File: src/design/g2g_pkg.sv
`timescale 1ns / 1ps
// ---------------------------------------------------------------------------
// g2g_pkg
// Shared constants, types and helpers of the go-to-goal controller.
// ---------------------------------------------------------------------------
package g2g_pkg;

    localparam int CORDIC_STEPS_DEF = 16;
    localparam int FRAC_BITS_DEF    = 12;
    localparam int ATAN_LEN         = 24;
    localparam int CW               = 40;

    localparam logic [2:0] REG_TARGET_X   = 3'd0;
    localparam logic [2:0] REG_TARGET_Y   = 3'd1;
    localparam logic [2:0] REG_DIST_KP    = 3'd2;
    localparam logic [2:0] REG_DIST_KI    = 3'd3;
    localparam logic [2:0] REG_DIST_KD    = 3'd4;
    localparam logic [2:0] REG_HEAD_KP    = 3'd5;
    localparam logic [2:0] REG_HEAD_KI    = 3'd6;
    localparam logic [2:0] REG_HEAD_KD    = 3'd7;

    localparam logic signed [33:0] PI_Q30 = 34'sd3373259426;

    typedef struct packed {
        logic signed [CW-1:0] x;
        logic signed [CW-1:0] y;
        logic signed [33:0]   z;
    } t_cvec;

    typedef struct packed {
        logic [33:0] n;
        logic [33:0] r;
    } t_sq;

    function automatic logic signed [33:0] atan_q30(input int i);
        case (i)
            0: atan_q30 = 34'sd843314857;
            1: atan_q30 = 34'sd497837829;
            2: atan_q30 = 34'sd263043837;
            3: atan_q30 = 34'sd133525159;
            4: atan_q30 = 34'sd67021687;
            5: atan_q30 = 34'sd33543516;
            6: atan_q30 = 34'sd16775851;
            7: atan_q30 = 34'sd8388437;
            8: atan_q30 = 34'sd4194283;
            9: atan_q30 = 34'sd2097149;
            10: atan_q30 = 34'sd1048576;
            11: atan_q30 = 34'sd524288;
            12: atan_q30 = 34'sd262144;
            13: atan_q30 = 34'sd131072;
            14: atan_q30 = 34'sd65536;
            15: atan_q30 = 34'sd32768;
            16: atan_q30 = 34'sd16384;
            17: atan_q30 = 34'sd8192;
            18: atan_q30 = 34'sd4096;
            19: atan_q30 = 34'sd2048;
            20: atan_q30 = 34'sd1024;
            21: atan_q30 = 34'sd512;
            22: atan_q30 = 34'sd256;
            23: atan_q30 = 34'sd128;
            default: atan_q30 = 34'sd0;
        endcase
    endfunction

endpackage

File: src/design/g2g_cordic_cell.sv
`timescale 1ns / 1ps
// ---------------------------------------------------------------------------
// g2g_cordic_cell
// One vectoring CORDIC micro-rotation, registered, handed to the next cell.
// ---------------------------------------------------------------------------
module g2g_cordic_cell
    import g2g_pkg::*;
#(
    parameter int STEP = 0
) (
    input  logic  i_clk,
    input  logic  i_en,
    input  t_cvec i_v,
    output t_cvec o_v
);

    t_cvec r_v;
    t_cvec n_v;

    always_comb begin
        if (i_v.y >= 0) begin
            n_v.x = i_v.x + (i_v.y >>> STEP);
            n_v.y = i_v.y - (i_v.x >>> STEP);
            n_v.z = i_v.z + ((STEP < ATAN_LEN) ? atan_q30(STEP) : 34'sd0);
        end else begin
            n_v.x = i_v.x - (i_v.y >>> STEP);
            n_v.y = i_v.y + (i_v.x >>> STEP);
            n_v.z = i_v.z - ((STEP < ATAN_LEN) ? atan_q30(STEP) : 34'sd0);
        end
    end

    always_ff @(posedge i_clk) begin
        if (i_en) begin
            r_v <= n_v;
        end
    end

    assign o_v = r_v;

endmodule

File: config.mk
export PLATFORM = sky130hd
export DESIGN_NAME = g2g_cordic_cell
export DESIGN_NICKNAME = d
export VERILOG_FILES = /design/src/design/g2g_pkg.sv /design/src/design/g2g_cordic_cell.sv
export SDC_FILE = /design/constraint.sdc
export NUM_CORES = 1
export LEC_CHECK = 0
export BUFFER_PORTS_ARGS = -buffer_cell sky130_fd_sc_hd__clkbuf_2
export CAP_MARGIN = 10
export CELL_PAD_IN_SITES_DETAIL_PLACEMENT = 1
export CELL_PAD_IN_SITES_GLOBAL_PLACEMENT = 1
export CORE_MARGIN = 8
export CORE_UTILIZATION = 46
export DETAILED_ROUTE_END_ITERATION = 7
export PLACE_DENSITY_LB_ADDON = 0.1
export REMOVE_ABC_BUFFERS = 1
export SYNTH_ARGS = -nofsm -noshare
export SYNTH_HDL_FRONTEND = slang
export SYNTH_SLANG_ARGS = --single-unit
File: constraint.sdc
create_clock -name i_clk -period 11.45 [get_ports i_clk]
set_input_delay 2.29 -clock i_clk [delete_from_list [all_inputs] [get_ports i_clk]]
set_output_delay 2.29 -clock i_clk [all_outputs]
set_load 0.02 [all_outputs]
* Word level (Yosys, flattened, before mapping)
Index checks and enable logic that the tools add are counted.
** Storage, ports and cells
- Output and inout bits :: 114
- Flip-flop bits (word level) :: 114
- RAM bits :: 0
- Bits of input ports :: 116
- Bits in latches :: 0
- Memories kept :: 0
- Logic and storage cells :: 10
- Bits in read-only memories :: 0
** Cells by class
- Multiplexer cells :: 1
- $add $sub $neg :: 5
- Reductions and logical operators :: 0
- Order comparisons :: 1
- Div/mod/pow operators :: 0
- Bitwise gates (word level) :: 0
- Equality and inequality tests :: 0
- Multipliers :: 0
- Shift operators :: 0
** Operator list (count)
- 2-to-1 mux 114 bit :: 1
- subtractor 40 bit :: 2
- adder 40 bit :: 1
- greater-or-equal comparator 40 x 1 -> 1 bit, second input constant :: 1
- adder 34 x 31 -> 34 bit, second input constant :: 1
- subtractor 34 x 31 -> 34 bit, second input constant :: 1

* Depth between registers and ports, before layout
- Depth in word-level cells :: 2
- Gate-level depth with buffers :: 17
- Mapped depth without buffers :: 12

* Least setup slack after synthesis
No wires, ideal clock.
- Kind :: input to register
- From :: input port i_v[73] (netlist bit)
- To :: register r_v, in the netlist o_v[33] (data pin)
- Buffers on the path :: 5
- Required time :: 11.190 ns
- Setup time :: 0.260 ns
- Stages on the path :: 16
- Arrival time :: 5.865 ns
- Path slack :: 5.325 ns
- Cell sequence :: buf_4 > inv_2 > clkbuf_1 > clkbuf_1 > buf_1 > ha_1 > clkbuf_1 > a221oi_1 > nor3_1 > a211oi_2 > a21oi_1 > o2111ai_1 > a311oi_2 > o41ai_1 > and4b_1 > a211oi_1
** RTL lines
- from (decl) :: line g2g_cordic_cell.sv:13 : input t_cvec i_v,
- to (signal assigned) :: line g2g_cordic_cell.sv:34 : r_v <= n_v;
- to (decl) :: line g2g_cordic_cell.sv:17 : t_cvec r_v;

==> run summary <==
LEAKAGE - 6.42 nW
RSZ-0062 raised after global routing - false
slowest CP cell - buf_4
Max rail drop VDD - 0.0816 mV
# rows - 60
maximum fanout along the worst path - 51
ANT cells - 0
Seq cells post-synth - 113
Main synth FF type - edfxtp_1
Final nets - 1947
cell breakdown of the critical path - buf_4, inv_2, buf_4, ha_1, o211ai_1, a21oi_1, o211ai_1, a21oi_1, o2111ai_1, a311oi_2, o41ai_1, and4b_1, a211oi_1
Crit Path Class - primary input to flop
Filler cells - 3347
Area Growth Syn to Fin - 15.3%
Worst Hold Class - primary input to flop
Post-CTS Hold Buffers - 0
post_cts resized - 0
Congestion Overflow GR - 0
largest net degree at the start of global routing - 74
setup violators final - 0
Die ar. - 0.0328 mm2
Die X-Extent - 181 um
CTS tree - built
final instance area - 0.0144 mm2
Largest delay share family, worst path - compound AO/OA/AOI/OAI gates
Warnings, synthesis - 0
initial antenna violation count - 0
Post-CTS Setup Inserts - 0
# DRC - 0
synthesized area per cell - 8.20 um2
DIE HEIGHT - 181 um
Synth top area share - 27.1%
Vias/cell - 6.09
initial detailed-routing violation count - 913
final hold viol count - 0
Rel. slew slack - 37.1%
EDFF count, synth - 113
gpl congestion - 0.905
Slew Limit Fails - 0
Final HPWL DP - 34.0 mm
H-tree depth - 4
Tmin final - 6.01 ns
Synth top cells by count - 176 x a21oi_1, 132 x ha_1, 121 x inv_1
max reg flops - 113
leading area contributor after synthesis - edfxtp_1
Max Fclk - 0.166 GHz
total wire length - 44.4 mm
Netlist cell types - 88
Vias - 12500
first-pass GRT wire length - 70.1 mm
Cells after DPL - 2018
Crit path arrival time - 6.20 ns
slowest stage delay, CP - 0.69 ns
drt wl/cell - 21.7 um
top cells by area, synth - edfxtp_1 27%, ha_1 13%, a21oi_1 7.0%
Cells after Synth - 1527
share of cells above drive strength 1 - 17.7%
final total power - 1.92 mW
Finished Layout Cells - 2050
DR pass1 iterations - 5
Worst Path Required - 11.63 ns
fin util - 53.7%
num ports - 230
fin crit share - 52.5%
CTS buffer count - 17
antenna viol nets, final - 0
crit path buf inv count - 3
placed instance area - 0.0138 mm2
register area share after synthesis - 27.1%
Worst Setup End Kind - flop
Port Buffers - 229
Root Driver - clkbuf_16
Syn Std Cell Area - 0.0125 mm2
status - completed
FFs w/ async S/R, synth - 0%
Core Area - 0.0269 mm2
Slew @ Worst Pin - 0.944 ns
vias in the first global route - 12900
maxcap violations - 0
GRT Util Overall - 26.3%
Clk pin slew, worst setup/hold paths - 0.07 ns
TritonCTS Sinks - 113
cell with the most instances after synthesis - a21oi_1
TNS Setup - 0 ns
CTS Buffer Depth - 2
Pwr Density - 133 mW/mm2
CP Launch Type - primary input
Initial Util - 46.6%
## cells in the final DEF, fill, tap and decap left out, types with 13 or more instances in the layout
cell type  netlist  final
nand4_1         17     17
clkbuf_2         0    227
o21ai_1         15     15
o21bai_1        39     39
nor2_1         119    119
inv_1          121    121
nand2_1        111    111
nand2b_1        18     18
a21oi_1        176    176
xnor2_1         82     82
clkbuf_16        0     17
nor2b_1         24     24
o211ai_1        16     16
nor3_1          40     40
a21o_1          40     40
a211oi_1        14     14
a31oi_1         19     19
o21a_1          13     13
nand3_1         18     18
o21ai_0         83     83
ha_1           132    132
mux2i_1         17     17
edfxtp_1       113    113
xor2_1          34     34
## stage by stage
step | setup slack, ns | hold slack, ns
after floorplan | 6.02 | 2.40
after CTS | 5.47 | 2.18
after global routing | 5.12 | 2.19
after detailed placement | 5.02 | 2.62
final | 5.44 | 2.19
after global placement | 5.11 | 2.61
## worst paths after layout
path | from | endpoint | slack [ns] | depth (start not counted)
setup / recovery | i_v[73] | o_v[33] | 5.44 | 13
hold / removal | i_v[0] | o_v[0] | 2.19 | 2
## logic make-up after synthesis
logic type | share of synthesized area [%]
AO/OA/AOI/OAI | 26.6
AND/OR/NAND/NOR | 16.6
buffers and inverters | 6.60
adder cells (fa/ha/maj) | 13.7
XOR/XNOR | 8.11
flip-flops | 27.1
multiplexers | 1.36
## layout make-up
type / instances / area, um2 / area share [%]
multi-input combinational: 1204 / 8300 / 57.5
sequential: 113 / 3390 / 23.5
timing repair buffer: 233 / 1180 / 8.18
inverter: 127 / 477 / 3.30
tap: 341 / 427 / 2.96
clock buffer: 17 / 425 / 2.95
clock inverter: 15 / 230 / 1.59
## per-layer routing
layer | vias to the layer above | track usage (%) | share of wire, %
li1 | 5856 | - | -
met1 | 6121 | 32.4 | 44
met2 | 412 | 45.6 | 48
met3 | 90 | 4.41 | 5.2
met4 | 0 | 9.54 | 2.9
met5 | - | 0 | 0
## power breakdown
part           switching [mW]  leakage [nW]  internal [mW]
sequential             0.0219          1.11          0.549
clock                   0.241         0.311          0.390
combinational           0.473          5.01          0.247
Power figures use the tool's default switching activity.
