**src/design/g2g_pkg.sv**
```systemverilog
`timescale 1ns / 1ps
// ---------------------------------------------------------------------------
// g2g_pkg
// Shared constants, types and helpers of the go-to-goal controller.
// ---------------------------------------------------------------------------
package g2g_pkg;

    localparam int CORDIC_STEPS_DEF = 16;
    localparam int FRAC_BITS_DEF    = 12;
    localparam int ATAN_LEN         = 24;
    localparam int CW               = 40;

    localparam logic [2:0] REG_TARGET_X   = 3'd0;
    localparam logic [2:0] REG_TARGET_Y   = 3'd1;
    localparam logic [2:0] REG_DIST_KP    = 3'd2;
    localparam logic [2:0] REG_DIST_KI    = 3'd3;
    localparam logic [2:0] REG_DIST_KD    = 3'd4;
    localparam logic [2:0] REG_HEAD_KP    = 3'd5;
    localparam logic [2:0] REG_HEAD_KI    = 3'd6;
    localparam logic [2:0] REG_HEAD_KD    = 3'd7;

    localparam logic signed [33:0] PI_Q30 = 34'sd3373259426;

    typedef struct packed {
        logic signed [CW-1:0] x;
        logic signed [CW-1:0] y;
        logic signed [33:0]   z;
    } t_cvec;

    typedef struct packed {
        logic [33:0] n;
        logic [33:0] r;
    } t_sq;

    function automatic logic signed [33:0] atan_q30(input int i);
        case (i)
            0: atan_q30 = 34'sd843314857;
            1: atan_q30 = 34'sd497837829;
            2: atan_q30 = 34'sd263043837;
            3: atan_q30 = 34'sd133525159;
            4: atan_q30 = 34'sd67021687;
            5: atan_q30 = 34'sd33543516;
            6: atan_q30 = 34'sd16775851;
            7: atan_q30 = 34'sd8388437;
            8: atan_q30 = 34'sd4194283;
            9: atan_q30 = 34'sd2097149;
            10: atan_q30 = 34'sd1048576;
            11: atan_q30 = 34'sd524288;
            12: atan_q30 = 34'sd262144;
            13: atan_q30 = 34'sd131072;
            14: atan_q30 = 34'sd65536;
            15: atan_q30 = 34'sd32768;
            16: atan_q30 = 34'sd16384;
            17: atan_q30 = 34'sd8192;
            18: atan_q30 = 34'sd4096;
            19: atan_q30 = 34'sd2048;
            20: atan_q30 = 34'sd1024;
            21: atan_q30 = 34'sd512;
            22: atan_q30 = 34'sd256;
            23: atan_q30 = 34'sd128;
            default: atan_q30 = 34'sd0;
        endcase
    endfunction

endpackage

```
**src/design/g2g_sqrt_cell.sv**
```systemverilog
`timescale 1ns / 1ps
// ---------------------------------------------------------------------------
// g2g_sqrt_cell
// One restoring square-root digit step, registered, handed to the next cell.
// ---------------------------------------------------------------------------
module g2g_sqrt_cell
    import g2g_pkg::*;
#(
    parameter int STEP = 0
) (
    input  logic i_clk,
    input  logic i_en,
    input  t_sq  i_s,
    output t_sq  o_s
);

    localparam logic [33:0] BIT = 34'd1 << (32 - 2 * STEP);

    t_sq r_s;
    t_sq n_s;

    always_comb begin
        if (i_s.n >= i_s.r + BIT) begin
            n_s.n = i_s.n - (i_s.r + BIT);
            n_s.r = (i_s.r >> 1) + BIT;
        end else begin
            n_s.n = i_s.n;
            n_s.r = i_s.r >> 1;
        end
    end

    always_ff @(posedge i_clk) begin
        if (i_en) begin
            r_s <= n_s;
        end
    end

    assign o_s = r_s;

endmodule

```
**config.mk**
```make
export PLATFORM = sky130hd
export DESIGN_NAME = g2g_sqrt_cell
export DESIGN_NICKNAME = d
export VERILOG_FILES = /design/src/design/g2g_pkg.sv /design/src/design/g2g_sqrt_cell.sv
export SDC_FILE = /design/constraint.sdc
export NUM_CORES = 1
export LEC_CHECK = 0
export ABC_AREA = 1
export BUFFER_PORTS_ARGS = -buffer_cell sky130_fd_sc_hd__clkbuf_2
export CAP_MARGIN = 20
export CELL_PAD_IN_SITES_DETAIL_PLACEMENT = 0
export CELL_PAD_IN_SITES_GLOBAL_PLACEMENT = 2
export CORE_MARGIN = 3
export CORE_UTILIZATION = 32
export DETAILED_ROUTE_END_ITERATION = 8
export PLACE_DENSITY_LB_ADDON = 0.12
export SYNTH_ARGS = -nofsm -noshare
export SYNTH_HDL_FRONTEND = slang
export SYNTH_SLANG_ARGS = --single-unit
```
**constraint.sdc**
```tcl
create_clock -name i_clk -period 6 [get_ports i_clk]
set_clock_uncertainty 0.1 [all_clocks]
set_input_delay 0.3 -clock i_clk [delete_from_list [all_inputs] [get_ports i_clk]]
set_output_delay 0.3 -clock i_clk [all_outputs]
set_load 0.05 [all_outputs]
```
# [Word-level counts from Yosys, hierarchy flattened]
# Index checks and enable logic that the tools add are counted.
[classes] add_sub_neg=3 n_lt_le_gt_ge=1 muxes=1
[ops] op="$mux 68" n=1
[ops] op="$add 33x33->34 const B" n=1
[ops] op="$add 34x33->34 const B" n=1
[ops] op="$ge 34x34->1" n=1
[ops] op="$sub 34x34->34" n=1
[totals] regBits=68 output_inout_bits=68 wordCells=8

# [Logic depth before layout (Yosys ltp)]
# Gate-level depths: netlist of run 1.
[logic_depth] ltp_word=3 ltp_mapped=16 ltp_nobuf=15

# [Worst setup path after synthesis of run 1]
# Ideal clock, no wire load.
[synth_timing] path_type="input to register" startpoint="input i_s[34] in the netlist's numbering" endpoint="register r_s (netlist bit o_s[65]) (data pin)" setup_time_ns=0.253 arrival_time_ns=1.820 required_ns=5.647 setup_slack_ns=3.827 stages=13 n_path_buf=1 path_cell_list="inv_1 -> ha_1 -> inv_1 -> fa_1 -> nand3_1 -> nand3_1 -> nand2_1 -> nand3_2 -> nand2_2 -> nand2_8 -> buf_4 -> nand3_1 -> nand2_1"
[synth_rtl] item="start: declaration" line_no="g2g_sqrt_cell.sv:13" rtl="input t_sq i_s,"
[synth_rtl] item="end signal: assignment" line_no="g2g_sqrt_cell.sv:34" rtl="r_s <= n_s;"
[synth_rtl] item="end: declaration" line_no="g2g_sqrt_cell.sv:19" rtl="t_sq r_s;"

==> results of run 1 <==
-- metrics by stage --
| stage | cells | area, um2 | hold slack, ns |
|---|---|---|---|
| finish | 1057 | 6300 | 0.0465 |
| CTS | 1057 | 6300 | 0.0313 |
| global route | 1057 | 6300 | 0.0399 |
| detailed placement | 1041 | 5990 | 0.395 |
| floorplan | 699 | 5100 | 0.299 |
| global placement | 1041 | 5990 | 0.394 |
-- logic make-up (layout without fill, tap and decap cells) --
logic type / count (synthesis) / count (layout) / share of synthesized area [%]
simple gates: 398 / 398 / 32.5
buf+inv: 129 / 276 / 10.2
flops: 68 / 68 / 40.0
compound gates: 51 / 51 / 5.45
fa+ha+maj: 35 / 35 / 8.74
xor+xnor: 18 / 18 / 3.09
-- report_power, final --
part / internal (W) / switching, W
clock: 0.000362 / 0.000204
sequential: 0.000597 / 0.0000148
combinational: 0.000162 / 0.000472
-- cells in the mapped netlist (all sizes together) --
cell type	count	area, um2
o21bai	1	7.51
nor3	4	20.0
nand4	6	37.5
ha	34	425
o21a	2	15.0
a21boi	1	7.51
a21oi	31	163
buf	6	56.3
inv	123	464
fa	1	20.0
xor2	14	123
nand2	286	1100
edfxtp	68	2040
nor4	2	12.5
nand3b	10	75.1
xnor2	4	35.0
nand3	34	175
o21ai	14	70.1
a21o	2	15.0
nor2	56	235
-- layout make-up --
| type | count | area (um2) |
|---|---|---|
| repair buffers | 137 | 688 |
| clock inverters | 5 | 76.3 |
| fillers | 1697 | 9070 |
| multi-input cells | 502 | 2540 |
| inverters | 123 | 464 |
| flip-flops and latches | 68 | 2040 |
| well taps | 211 | 264 |
| clock buffers | 11 | 233 |
-- how the worst min path moves through the flow --
stage / from / to / slack [ns] / depth (start not counted)
global placement: i_s[8] / o_s[7]$_DFFE_PP_ / 0.39 / 1
CTS: i_s[9] / o_s[8]$_DFFE_PP_ / 0.03 / 1
floorplan: i_s[1] / o_s[0]$_DFFE_PP_ / 0.30 / 0
finish: i_s[5] / o_s[4]$_DFFE_PP_ / 0.05 / 1
global route: i_s[27] / o_s[26]$_DFFE_PP_ / 0.04 / 1
detailed placement: i_s[9] / o_s[8]$_DFFE_PP_ / 0.40 / 1
-- metal layers --
metal | GRT usage [%] | up-vias
met4 | 5.37 | 0
met5 | 0 | -
met2 | 28.2 | 119
li1 | - | 2492
met3 | 3.09 | 14
met1 | 26.0 | 2123
-- cell usage in the layout (no fill, tap or decap), types with 2 or more instances in the layout --
cell type,n
sky130_fd_sc_hd__nand2_1,281
sky130_fd_sc_hd__clkbuf_2,136
sky130_fd_sc_hd__inv_1,122
sky130_fd_sc_hd__edfxtp_1,68
sky130_fd_sc_hd__nor2_1,48
sky130_fd_sc_hd__ha_1,34
sky130_fd_sc_hd__nand3_1,33
sky130_fd_sc_hd__a21oi_1,29
sky130_fd_sc_hd__xor2_1,14
sky130_fd_sc_hd__o21ai_0,13
sky130_fd_sc_hd__nand3b_1,10
sky130_fd_sc_hd__clkbuf_16,9
sky130_fd_sc_hd__nor2_2,7
sky130_fd_sc_hd__nand4_1,6
sky130_fd_sc_hd__xnor2_1,4
sky130_fd_sc_hd__nand2_2,4
sky130_fd_sc_hd__nor3_1,4
sky130_fd_sc_hd__a21oi_2,2
sky130_fd_sc_hd__nor4_1,2
sky130_fd_sc_hd__o21a_1,2
sky130_fd_sc_hd__a21o_1,2
sky130_fd_sc_hd__clkbuf_1,2
sky130_fd_sc_hd__bufinv_16,2
==> run summary, run 1 <==
The run finished with clean final reports. The register with the most flip-flops in the layout has 68 of them. Worst-case vdd ir drop: 0.000145 V. The cell family contributing the most delay on the critical path was simple AND/OR/NAND/NOR gates. Class of the tightest hold or removal check: in2reg.

After detailed routing, the average wire length per cell comes to 14.6 um. The launching instance or port of the critical path was i_s[34]. The highest routing layer actually used was met4. The run gives 6.10 ns as the endpoint required time on the critical path. Together, buffers and inverters on the worst path number 4. In this run, synthesis produced a sequential element count of 68. The run gives 0 as the number of antenna violations at the first check in global routing. For the sequential share of the synthesized area, the log shows 40.0%.

Quantity of hold-fixing buffers added after cts: 0. The first TritonRoute pass finished after 4 iterations. The first global-routing pass estimated 25.1 mm of wire. The wire-length estimate of the detail-placed layout is 12.4 mm.

The worst pin sits at a relative slew slack of 41.2%. The overall routed net length came out at 15.5 mm. For the final routed database, the setup TNS stands at 0 ns. The first routing iteration left 265 violations. The cell sitting at the root of the clock tree is a sky130_fd_sc_hd__clkbuf_16. After layout, the design draws a total of 0.00181 W. For the final setup violation count, the log shows 0.

The tools report the buffer levels on the longest clock path as 2. The final-report max-slew violation count was 0. Met2 wirelength from detailed routing: 6.69 mm. The number of sinks driven by the clock tree was 68; the power per cell area was 287 nW/um2. The average cell area after synthesis came out at 7.29 um2. The worst setup path endpoint was o_s[58]$_DFFE_PP_. For the pin with the worst max-slew slack, the measured transition is 0.882 ns. Synthesis produced 699 cells. Row generation in the floorplan step produced 45 rows. The post-CTS setup buffer count is 0, and the number of nets at the end of the flow is 946. From bottom edge to top edge, the die measures 132 um. The via count of the first global-routing pass was 4,780; the starting utilization of the core area was 33.2%. For the placeable core region, the log shows 15,400 um2. The utilization of the core after routing came out at 41.0%. Setup repair after global routing left no endpoint under its margin. The post-layout worst setup margin was 3.40 ns; the layout overhead on the synthesized area was 23.6%.

The routed length on met1 was 7.75 mm; the number of vias per cell after detailed routing was 4.49. The fraction of layout instances using a drive strength above 1 is 19.7%. STA classifies the critical path endpoint as a flop. The critical path crosses 14 cells after its start point.

The final count of hold timing violations was 0. The tools report the count of instances resized after the clock tree is built as 0. The run gives 138 as the total I/O pin count. Yosys mapped the design onto 29 distinct sky130hd cell types. The total overflow left after global routing is 0.

Among the stages of the critical path, the cell type that occurs most often is sky130_fd_sc_hd__nand2_1. TritonCTS built the clock tree. For the worst setup path, the data arrival time is 2.70 ns. The cell area that synthesis handed to floorplanning was 5100 um2. The H-tree generated during clock tree synthesis spans 3 levels. Number of max-capacitance violations reported: 0. Measured along the x axis, the die boundary spans 132 um. The die covers 17,500 um2. The number of antenna diodes in the final layout is 0.

Before CTS, the worst setup slack after placement is 3.02 ns. The signal on the critical path passes through clkbuf_2 -> inv_1 -> ha_1 -> inv_1 -> fa_1 -> nand3_1 -> nand3_1 -> nand2_1 -> nand3_2 -> nand2_2 -> nand2_8 -> inv_4 -> nand2_1 -> nand2_1. The number of nets still failing antenna checks after routing was 0; the count of buffers inserted at the top-level ports was 137.

For this run, design rule violations remaining after detail routing come to 0. Cell with the biggest individual delay on the critical path: sky130_fd_sc_hd__fa_1. The final period demand of the worst path is 2.60 ns, and the number of synthesis warnings is 0. The maximum operating frequency was 385 MHz; the delay of the slowest cell on the worst path was 0.45 ns. The analysis attributes to cell leakage a power of 3.40 nW. The logs give 4,748 for the total via count after detailed routing and 9 for the number of CTS-inserted buffers. Summed over all nets, wire length on met3 after detailed routing comes to 821 um. Entering global routing, the biggest net connects 69 pins. Along the worst path, the maximum fanout reaches 37. The tools report the startpoint type of the worst setup path as an input port. The placer congestion estimate was 0.855.

The critical path is of the in2reg type. Across every metal layer, demand over resource in global routing totals 18.2%. Synthesis produced a netlist with a net count of 804. In the finished design, the share of the clock period the worst path needs comes to 43.3%. The clock input transition at the sequential cells of the worst setup and hold paths works out to 0.06 ns.
Power figures use the tool's default switching activity.
==> inputs of run 2 (changes only) <==
Settings changed: ABC_AREA 1 to 0, CORE_UTILIZATION 32 to 33.
Clock period 6 ns to 2.4 ns, I/O delays scaled along.
==> run summary, run 2 <==
For the utilization of the core after routing, the log shows 52.3% (was 41.0%). The total buffers and inverters traversed by the critical path came out at 4 (unchanged). Level count of the clock H-tree: 3 (unchanged). The starting utilization of the core area was 34.2% (was 33.2%); the net switching power of the design was 0.00162 W (was 0.000691 W).

The endpoint required time on the critical path is 2.38 ns (was 6.10 ns). The DRC violation count after routing was 0 (unchanged). Type of the worst setup path: in2reg (unchanged). The delay of the slowest cell on the worst path is 0.38 ns (was 0.45 ns), and the number of flip-flops under the largest register name is 68 (unchanged).

The power per cell area came out at 652 nW/um2 (was 287 nW/um2). The run gives 12.0 mm (was 15.5 mm) as the overall routed net length. The post-layout worst setup margin was -0.0542 ns (was 3.40 ns); the share of async-settable or async-resettable flops after synthesis was 0% (unchanged).

The logs give 867 (was 1,057) for the number of standard cells in the final layout excluding fillers and 3,970 (was 4,780) for the via count of the first global-routing pass. The run gives 0 (unchanged) as the final count of hold timing violations. Number of synthesis warnings: 0 (unchanged). The final period demand of the worst path works out to 2.45 ns. The cell taking the most area after synthesis is sky130_fd_sc_hd__edfxtp_1 (unchanged).

Setup slack at placement: -0.493 ns (was 3.02 ns). The run gives 513 (was 804) as the synthesized net count. The layout overhead on the synthesized area came out at 53.1% (was 23.6%). The most used flip-flop cell after synthesis was sky130_fd_sc_hd__edfxtp_1 (unchanged). Global routing usage summed across all routing layers: 16.0% (was 18.2%).

TritonCTS built the clock tree. The synthesized instance count came out at 408 (was 699). The most common cell after layout, fill and taps aside is sky130_fd_sc_hd__clkbuf_2 (was sky130_fd_sc_hd__nand2_1). For the clock network fraction of total power, the log shows 25.7% (was 31.3%). CTS root buffer: sky130_fd_sc_hd__clkbuf_16 (unchanged). For the HPWL reported at the end of detailed placement, the log shows 9.26 mm (was 12.4 mm). The run gives 44.6% (was 40.0%) as the sequential share of the synthesized area. The DRC violation total after the first TritonRoute iteration was 160 (was 265); the leftover overflow at the end of global routing was 0 (unchanged). Average cell area after synthesis: 11.2 um2 (was 7.29 um2). The clock input transition at the sequential cells of the worst setup and hold paths was 0.06 ns (about the same); the mapped cell area was 4580 um2 (was 5100 um2).

The number of max-capacitance violations reported was 0 (unchanged). The run gives 68 (unchanged) as the number of sinks driven by the clock tree. Synth top cells by count: sky130_fd_sc_hd__edfxtp_1, sky130_fd_sc_hd__inv_1, sky130_fd_sc_hd__ha_1 (was sky130_fd_sc_hd__nand2_1, sky130_fd_sc_hd__inv_1, sky130_fd_sc_hd__edfxtp_1).

Crit-path cells: clkbuf_16 -> inv_12 -> ha_4 -> inv_2 -> fa_2 -> a211oi_4 -> o21ai_2 -> a211oi_2 -> or3_4 -> o21ai_4 -> o21ai_2 -> o211ai_4 -> buf_12 -> mux2_4 (was clkbuf_2 -> inv_1 -> ha_1 -> inv_1 -> fa_1 -> nand3_1 -> nand3_1 -> nand2_1 -> nand3_2 -> nand2_2 -> nand2_8 -> inv_4 -> nand2_1 -> nand2_1). The measured slew at the worst slew-check pin was 0.868 ns (was 0.882 ns). Setup repair after global routing could not meet its margin everywhere. Commonest cells after routing, fill and taps aside: sky130_fd_sc_hd__clkbuf_2, sky130_fd_sc_hd__buf_4, sky130_fd_sc_hd__edfxtp_1, sky130_fd_sc_hd__dlygate4sd3_1, sky130_fd_sc_hd__inv_1 (was sky130_fd_sc_hd__nand2_1, sky130_fd_sc_hd__clkbuf_2, sky130_fd_sc_hd__inv_1, sky130_fd_sc_hd__edfxtp_1, sky130_fd_sc_hd__nor2_1). The worst-case vdd ir drop is 0.000372 V (was 0.000145 V), and the unique cell type count in the Yosys netlist is 50 (was 29). The top-area cell type share of the netlist area was 44.6% (was 40.0%). The count of buffers inserted at the top-level ports was 137 (unchanged); the placer congestion estimate was 0.841 (was 0.855).

The detailed-routing iteration count for the pre-antenna-repair pass was 4 (unchanged). The total placed cells including tap cells came out at 806 (was 1,041). The worst path uses 102% of the clock period.

The maximum fanout encountered on the critical timing path came out at 20 (was 37). The routed wirelength normalized by instance count was 13.9 um (was 14.6 um); the buffer levels on the longest clock path was 2 (unchanged). For the part of the power in combinational logic, the log shows 40.9% (was 35.0%). Cell with the most instances after synthesis: sky130_fd_sc_hd__edfxtp_1 (was sky130_fd_sc_hd__nand2_1). The critical path capture point type was a flop (unchanged). The flow ran to the end, but the final reports show violations.

Cell with the biggest individual delay on the critical path: sky130_fd_sc_hd__fa_2 (was sky130_fd_sc_hd__fa_1). Most common cell type on the critical path: sky130_fd_sc_hd__o21ai_2 (was sky130_fd_sc_hd__nand2_1). The number of nets at the end of the flow came out at 791 (was 946).

The wire length of the first global-routing pass is 19.2 mm (was 25.1 mm). The number of vias per cell after detailed routing was 4.70 (was 4.49); the number of placement rows was 42 (was 45). The tools report the number of nets still failing antenna checks after routing as 0 (unchanged).

Class of the tightest hold or removal check: in2reg (unchanged). The largest net degree at the start of global routing is 69 (unchanged). The tools report the total die area as 15,300 um2 (was 17,500 um2). The fraction of layout instances using a drive strength above 1 is 44.6% (was 19.7%). For this run, the top clock speed supported by timing is 407 MHz. The chip height is 124 um (was 132 um), and the number of enable-type register cells in the synthesized netlist is 68 (unchanged). The tools report the worst relative slew slack as 42.2% (was 41.2%). The tools report the final setup violation count as 26 (was 0).

Area contributors post-synth: sky130_fd_sc_hd__edfxtp_1, sky130_fd_sc_hd__ha_1, sky130_fd_sc_hd__mux2_4 (was sky130_fd_sc_hd__edfxtp_1, sky130_fd_sc_hd__nand2_1, sky130_fd_sc_hd__inv_1). The total I/O pin count was 138 (unchanged); the final-report max-slew violation count was 0 (unchanged). Placeable core region: 13,400 um2 (was 15,400 um2).

The logs give 33.4% (was 33.8%) for the fraction of power consumed by sequential logic and 4,071 (was 4,748) for the total via count after detailed routing. The run gives 0.00296 W (was 0.00112 W) as the internal portion of total power. Number of CTS-inserted buffers: 9 (unchanged). The arrival time at the worst endpoint came out at 2.44 ns (was 2.70 ns). The startpoint type of the worst setup path was an input port (unchanged).

The checks that failed: negative setup slack. The number of diodes added for antenna fixing was 0 (unchanged); the die width was 124 um (was 132 um). The net switching fraction of the power is 35.4% (was 38.1%), and the static leakage is 3.29 nW (was 3.40 nW). The flip-flop and latch count after synthesis was 68 (unchanged); the number of antenna violations at the first check in global routing was 0 (unchanged). The cell family contributing the most delay on the critical path was compound AO/OA/AOI/OAI gates (was simple AND/OR/NAND/NOR gates).
## run 2: cell types whose count changed after synthesis, sizes merged, moves of 13 or more
cell | before | now
nand2 | 286 | 25
inv | 123 | 38
nor2 | 56 | 18
mux2 | 0 | 32
nand3 | 34 | 8
xnor2 | 4 | 21
a21o | 2 | 15
## run 2: metal layers
metal	vias to the layer above	share of wire, %	GRT usage (%)
met4	0	1.6	5.81
met5	-	0	0
li1	2075	-	-
met3	11	5.8	3.54
met1	1884	49	22.7
met2	101	43	23.8
## run 2: cell type report
type                       count  area, um2
clock buffer                   9        225
clock inverter                 7       33.8
fill                        1277       6390
inverter                      38        155
multi-input combinational    290       2420
sequential                    68       2040
tap                          176        220
timing repair buffer         279       1920
## run 2: path summary, 6_finish.rpt
kind                    start           endpoint  slack, ns  cells past startpoint
worst max-delay path  i_s[34]  o_s[52]$_DFFE_PP_      -0.05                     14
worst min-delay path  i_s[64]  o_s[64]$_DFFE_PP_       0.01                      2
## run 2: stage by stage
stage / power, W / instance area [um2] / TNS, ns / hold WS (ns)
6_report: 0.00457 / 7010 / -0.937 / 0.0115
5_1_grt: 0.00480 / 7010 / -4.86 / 0.00863
4_1_cts: 0.00460 / 6940 / -0.823 / 0.000132
3_5_place_dp: 0.00333 / 6200 / -16.32 / 0.215
3_3_place_gp: 0.00332 / 6200 / -14.86 / 0.214
2_1_floorplan: 0.00276 / 4610 / -6.47 / 0.119
## run 2: kinds of logic (layout without fill, tap and decap cells)
logic type / Yosys count / after routing / share of synthesized area, %
AO/OA/AOI/OAI: 101 / 101 / 15.1
flip-flops: 68 / 68 / 44.6
adder cells (fa/ha/maj): 35 / 35 / 9.73
XOR/XNOR: 31 / 31 / 5.93
multiplexers: 34 / 34 / 10.4
buffers and inverters: 50 / 333 / 4.59
AND/OR/NAND/NOR: 89 / 89 / 9.62
## run 2: power by group through the flow
| stage | logic, W | registers [W] | clock network, W |
|---|---|---|---|
| global placement | 0.00177 | 0.00155 | 0 |
| floorplan | 0.000710 | 0.00205 | 0 |
| global route | 0.00201 | 0.00154 | 0.00125 |
| detailed placement | 0.00178 | 0.00155 | 0 |
| CTS | 0.00186 | 0.00153 | 0.00121 |
| finish | 0.00187 | 0.00153 | 0.00118 |
## run 2: timing repair
action,in CTS,in global routing
pin swaps,2,2
endpoints found under the setup margin,36,36
setup buffers,1,2
endpoints found under the hold margin,42,0
hold buffers,42,0
gates resized for setup,10,14
==> inputs of run 3 (changes only) <==
Settings changed: ABC_AREA 0 to 1, CORE_UTILIZATION 33 to 30, CTS_BUF_LIST from default to sky130_fd_sc_hd__clkbuf_4 sky130_fd_sc_hd__clkbuf_8.
==> run summary, run 3 (synthesis results as in run 1) <==
The run finished with clean final reports. The detailed-routing iteration count for the pre-antenna-repair pass is 4 (unchanged). The logs give 0 (unchanged) for the DRC violation count after routing and 5,065 (was 4,071) for the total via count after detailed routing. The number of CTS-inserted buffers is 9 (unchanged). The via count of the first global-routing pass came out at 5,112 (was 3,970). The final setup violation count was 0 (was 26).

The power per cell area is 583 nW/um2 (was 652 nW/um2), and the die width is 136 um (was 124 um). The total buffers and inverters traversed by the critical path works out to 3 (was 4). Fraction of layout instances using a drive strength above 1: 21.8% (was 44.6%).

The final period demand of the worst path was 2.30 ns (was 2.45 ns). The cell count of the worst hold path is 3 (was 2). Total I/O pin count: 138 (unchanged). The type of the worst setup path is in2reg (unchanged).

Commonest cells after routing, fill and taps aside: sky130_fd_sc_hd__nand2_1, sky130_fd_sc_hd__clkbuf_2, sky130_fd_sc_hd__inv_1, sky130_fd_sc_hd__edfxtp_1, sky130_fd_sc_hd__dlygate4sd3_1 (was sky130_fd_sc_hd__clkbuf_2, sky130_fd_sc_hd__buf_4, sky130_fd_sc_hd__edfxtp_1, sky130_fd_sc_hd__dlygate4sd3_1, sky130_fd_sc_hd__inv_1). The clock input transition at the sequential cells of the worst setup and hold paths was 0.07 ns (was 0.06 ns); the count of buffers inserted at the top-level ports was 137 (unchanged). Class of the tightest hold or removal check: in2reg (unchanged).

The level count of the clock H-tree is 3 (unchanged), and the measured slew at the worst slew-check pin is 0.861 ns (was 0.868 ns). The number of antenna violations at the first check in global routing came out at 0 (unchanged). The number of nets still failing antenna checks after routing was 0 (unchanged).

The most common cell after layout, fill and taps aside is sky130_fd_sc_hd__nand2_1 (was sky130_fd_sc_hd__clkbuf_2). The startpoint type of the worst setup path was an input port (unchanged). The number of sinks driven by the clock tree was 68 (unchanged); the endpoint required time on the critical path was 2.41 ns (was 2.38 ns).

The tools report the buffer levels on the longest clock path as 2 (unchanged). The post-CTS setup buffer count is 0 (was 1), and the HPWL reported at the end of detailed placement is 13.2 mm (was 9.26 mm). CTS root buffer: sky130_fd_sc_hd__clkbuf_8 (was sky130_fd_sc_hd__clkbuf_16). The overall routed net length came out at 16.6 mm (was 12.0 mm). Crit-path cells: dlygate4sd3_1 -> clkbuf_2 -> ha_1 -> nand2_1 -> nor2_1 -> nand2_1 -> nor2_2 -> nand3_1 -> nand2_1 -> nor2_2 -> nand2_8 -> buf_4 -> nand3_1 -> nand2_1 (was clkbuf_16 -> inv_12 -> ha_4 -> inv_2 -> fa_2 -> a211oi_4 -> o21ai_2 -> a211oi_2 -> or3_4 -> o21ai_4 -> o21ai_2 -> o211ai_4 -> buf_12 -> mux2_4). The number of placement rows was 47 (was 42); the worst relative slew slack was 42.6% (was 42.2%).

Most common cell type on the critical path: sky130_fd_sc_hd__nand2_1 (was sky130_fd_sc_hd__o21ai_2). The final count of hold timing violations came out at 0 (unchanged). The total placed cells including tap cells was 1,084 (was 806); the routed wirelength normalized by instance count was 14.3 um (was 13.9 um).

The delay of the slowest cell on the worst path is 0.53 ns (was 0.38 ns), and the number of standard cells in the final layout excluding fillers is 1,165 (was 867). The logs give 30.7% (was 34.2%) for the starting utilization of the core area and 0 (unchanged) for the number of diodes added for antenna fixing. The DRC violation total after the first TritonRoute iteration was 209 (was 160). Startpoint of the worst hold path: i_s[33] (was i_s[64]). For the number of max-capacitance violations reported, the log shows 0 (unchanged).

The worst-case vdd ir drop is 0.000308 V (was 0.000372 V). The final instance area was 7100 um2 (was 7010 um2). The chip height was 136 um (was 124 um); the placer congestion estimate was 0.868 (was 0.841). The number of vias per cell after detailed routing is 4.35 (was 4.70), and the global routing usage summed across all routing layers is 18.4% (was 16.0%). Critical path capture point type: a flop (unchanged). Placeable core region: 16,600 um2 (was 13,400 um2). The wire length of the first global-routing pass was 26.3 mm (was 19.2 mm); the layout overhead on the synthesized area was 39.3% (was 53.1%). The cell family contributing the most delay on the critical path is simple AND/OR/NAND/NOR gates (was compound AO/OA/AOI/OAI gates). The largest net degree at the start of global routing was 69 (unchanged).

The terminating pin of the worst hold path was o_s[33]$_SDFFCE_PN0P_ (was o_s[64]$_DFFE_PP_). Setup repair after global routing could not meet its margin everywhere. The launching instance or port of the critical path was i_s[62] (was i_s[34]). The logs give 0.00414 W (was 0.00457 W) for the total chip power and 435 MHz (was 407 MHz) for the maximum operating frequency. The run gives 2.31 ns (was 2.44 ns) as the arrival time at the worst endpoint.

TritonCTS built the clock tree. The final worst-path cycle share was 95.8% (was 102%); the number of flip-flops under the largest register name was 68 (unchanged). The final-report max-slew violation count is 0 (unchanged), and the leftover overflow at the end of global routing is 0 (unchanged). The maximum fanout encountered on the critical timing path was 13 (was 20).

The total die area is 18,600 um2 (was 15,300 um2). The logs give 3.79 nW (was 3.29 nW) for the static leakage and 1,046 (was 791) for the number of nets at the end of the flow. Cell with the biggest individual delay on the critical path: sky130_fd_sc_hd__dlygate4sd3_1 (was sky130_fd_sc_hd__fa_2). The placement-stage cell area came out at 6260 um2 (was 6200 um2).
run 3: cell count changes in the layout (fill, tap and decap cells not counted), sizes merged, moves of 6 or more:
cell and change:
xnor2 -17, nor2 +38, inv +85, dlygate4sd3 +24
buf -66, a211oi -7, nand3b +9, nand3 +26
nand2 +261, mux2 -32, a21o -13, and2 -6
run 3: layer usage:
layer	track usage (%)	part of all wire, %	up-vias
met5	0	0	-
met4	4.87	1.2	0
met3	2.70	4.2	9
met2	29.2	44	104
met1	26.2	51	2258
li1	-	-	2694
run 3: final cells by class:
cell class,instances,area (um2)
Clock buffer,12,146
Sequential cell,68,2040
Multi-Input combinational cell,502,2550
Inverter,123,469
Timing Repair Buffer,237,1600
Fill cell,1797,9480
Tap cell,220,275
Clock inverter,3,15.0
run 3: where the power goes:
group	total [W]	internal [W]	switching [W]
Clock	0.000853	0.000399	0.000454
Sequential	0.00153	0.00149	0.0000363
Combinational	0.00176	0.000545	0.00122
run 3: metrics by stage:
| stage | TNS (ns) | hold WS, ns | worst slack (ns) | utilization [%] |
|---|---|---|---|---|
| after floorplan | 0 | 0.119 | 0.407 | - |
| after detailed placement | -0.146 | 0.216 | -0.0781 | 37.8 |
| after global routing | -0.364 | 0.0496 | -0.0628 | 42.8 |
| final | 0 | 0.0375 | 0.100 | 42.8 |
| after CTS | 0 | 0.0205 | 0.0147 | 42.7 |
| after global placement | -0.131 | 0.214 | -0.0698 | 37.8 |
run 3: what timing repair did:
action,CTS,global route
hold buffers,66,0
endpoints found under the hold margin,66,0
setup endpoints to repair,0,36
resized for setup,0,5
run 3: how the worst max path moves through the flow:
| stage | end | slack (ns) | cells after the start |
|---|---|---|---|
| 3_5_place_dp | o_s[65]$_DFFE_PP_ | -0.08 | 14 |
| 2_1_floorplan | o_s[65]$_DFFE_PP_ | 0.41 | 13 |
| 5_1_grt | o_s[53]$_DFFE_PP_ | -0.06 | 12 |
| 4_1_cts | o_s[64]$_DFFE_PP_ | 0.01 | 14 |
| 6_report | o_s[53]$_DFFE_PP_ | 0.10 | 14 |
| 3_3_place_gp | o_s[65]$_DFFE_PP_ | -0.07 | 14 |
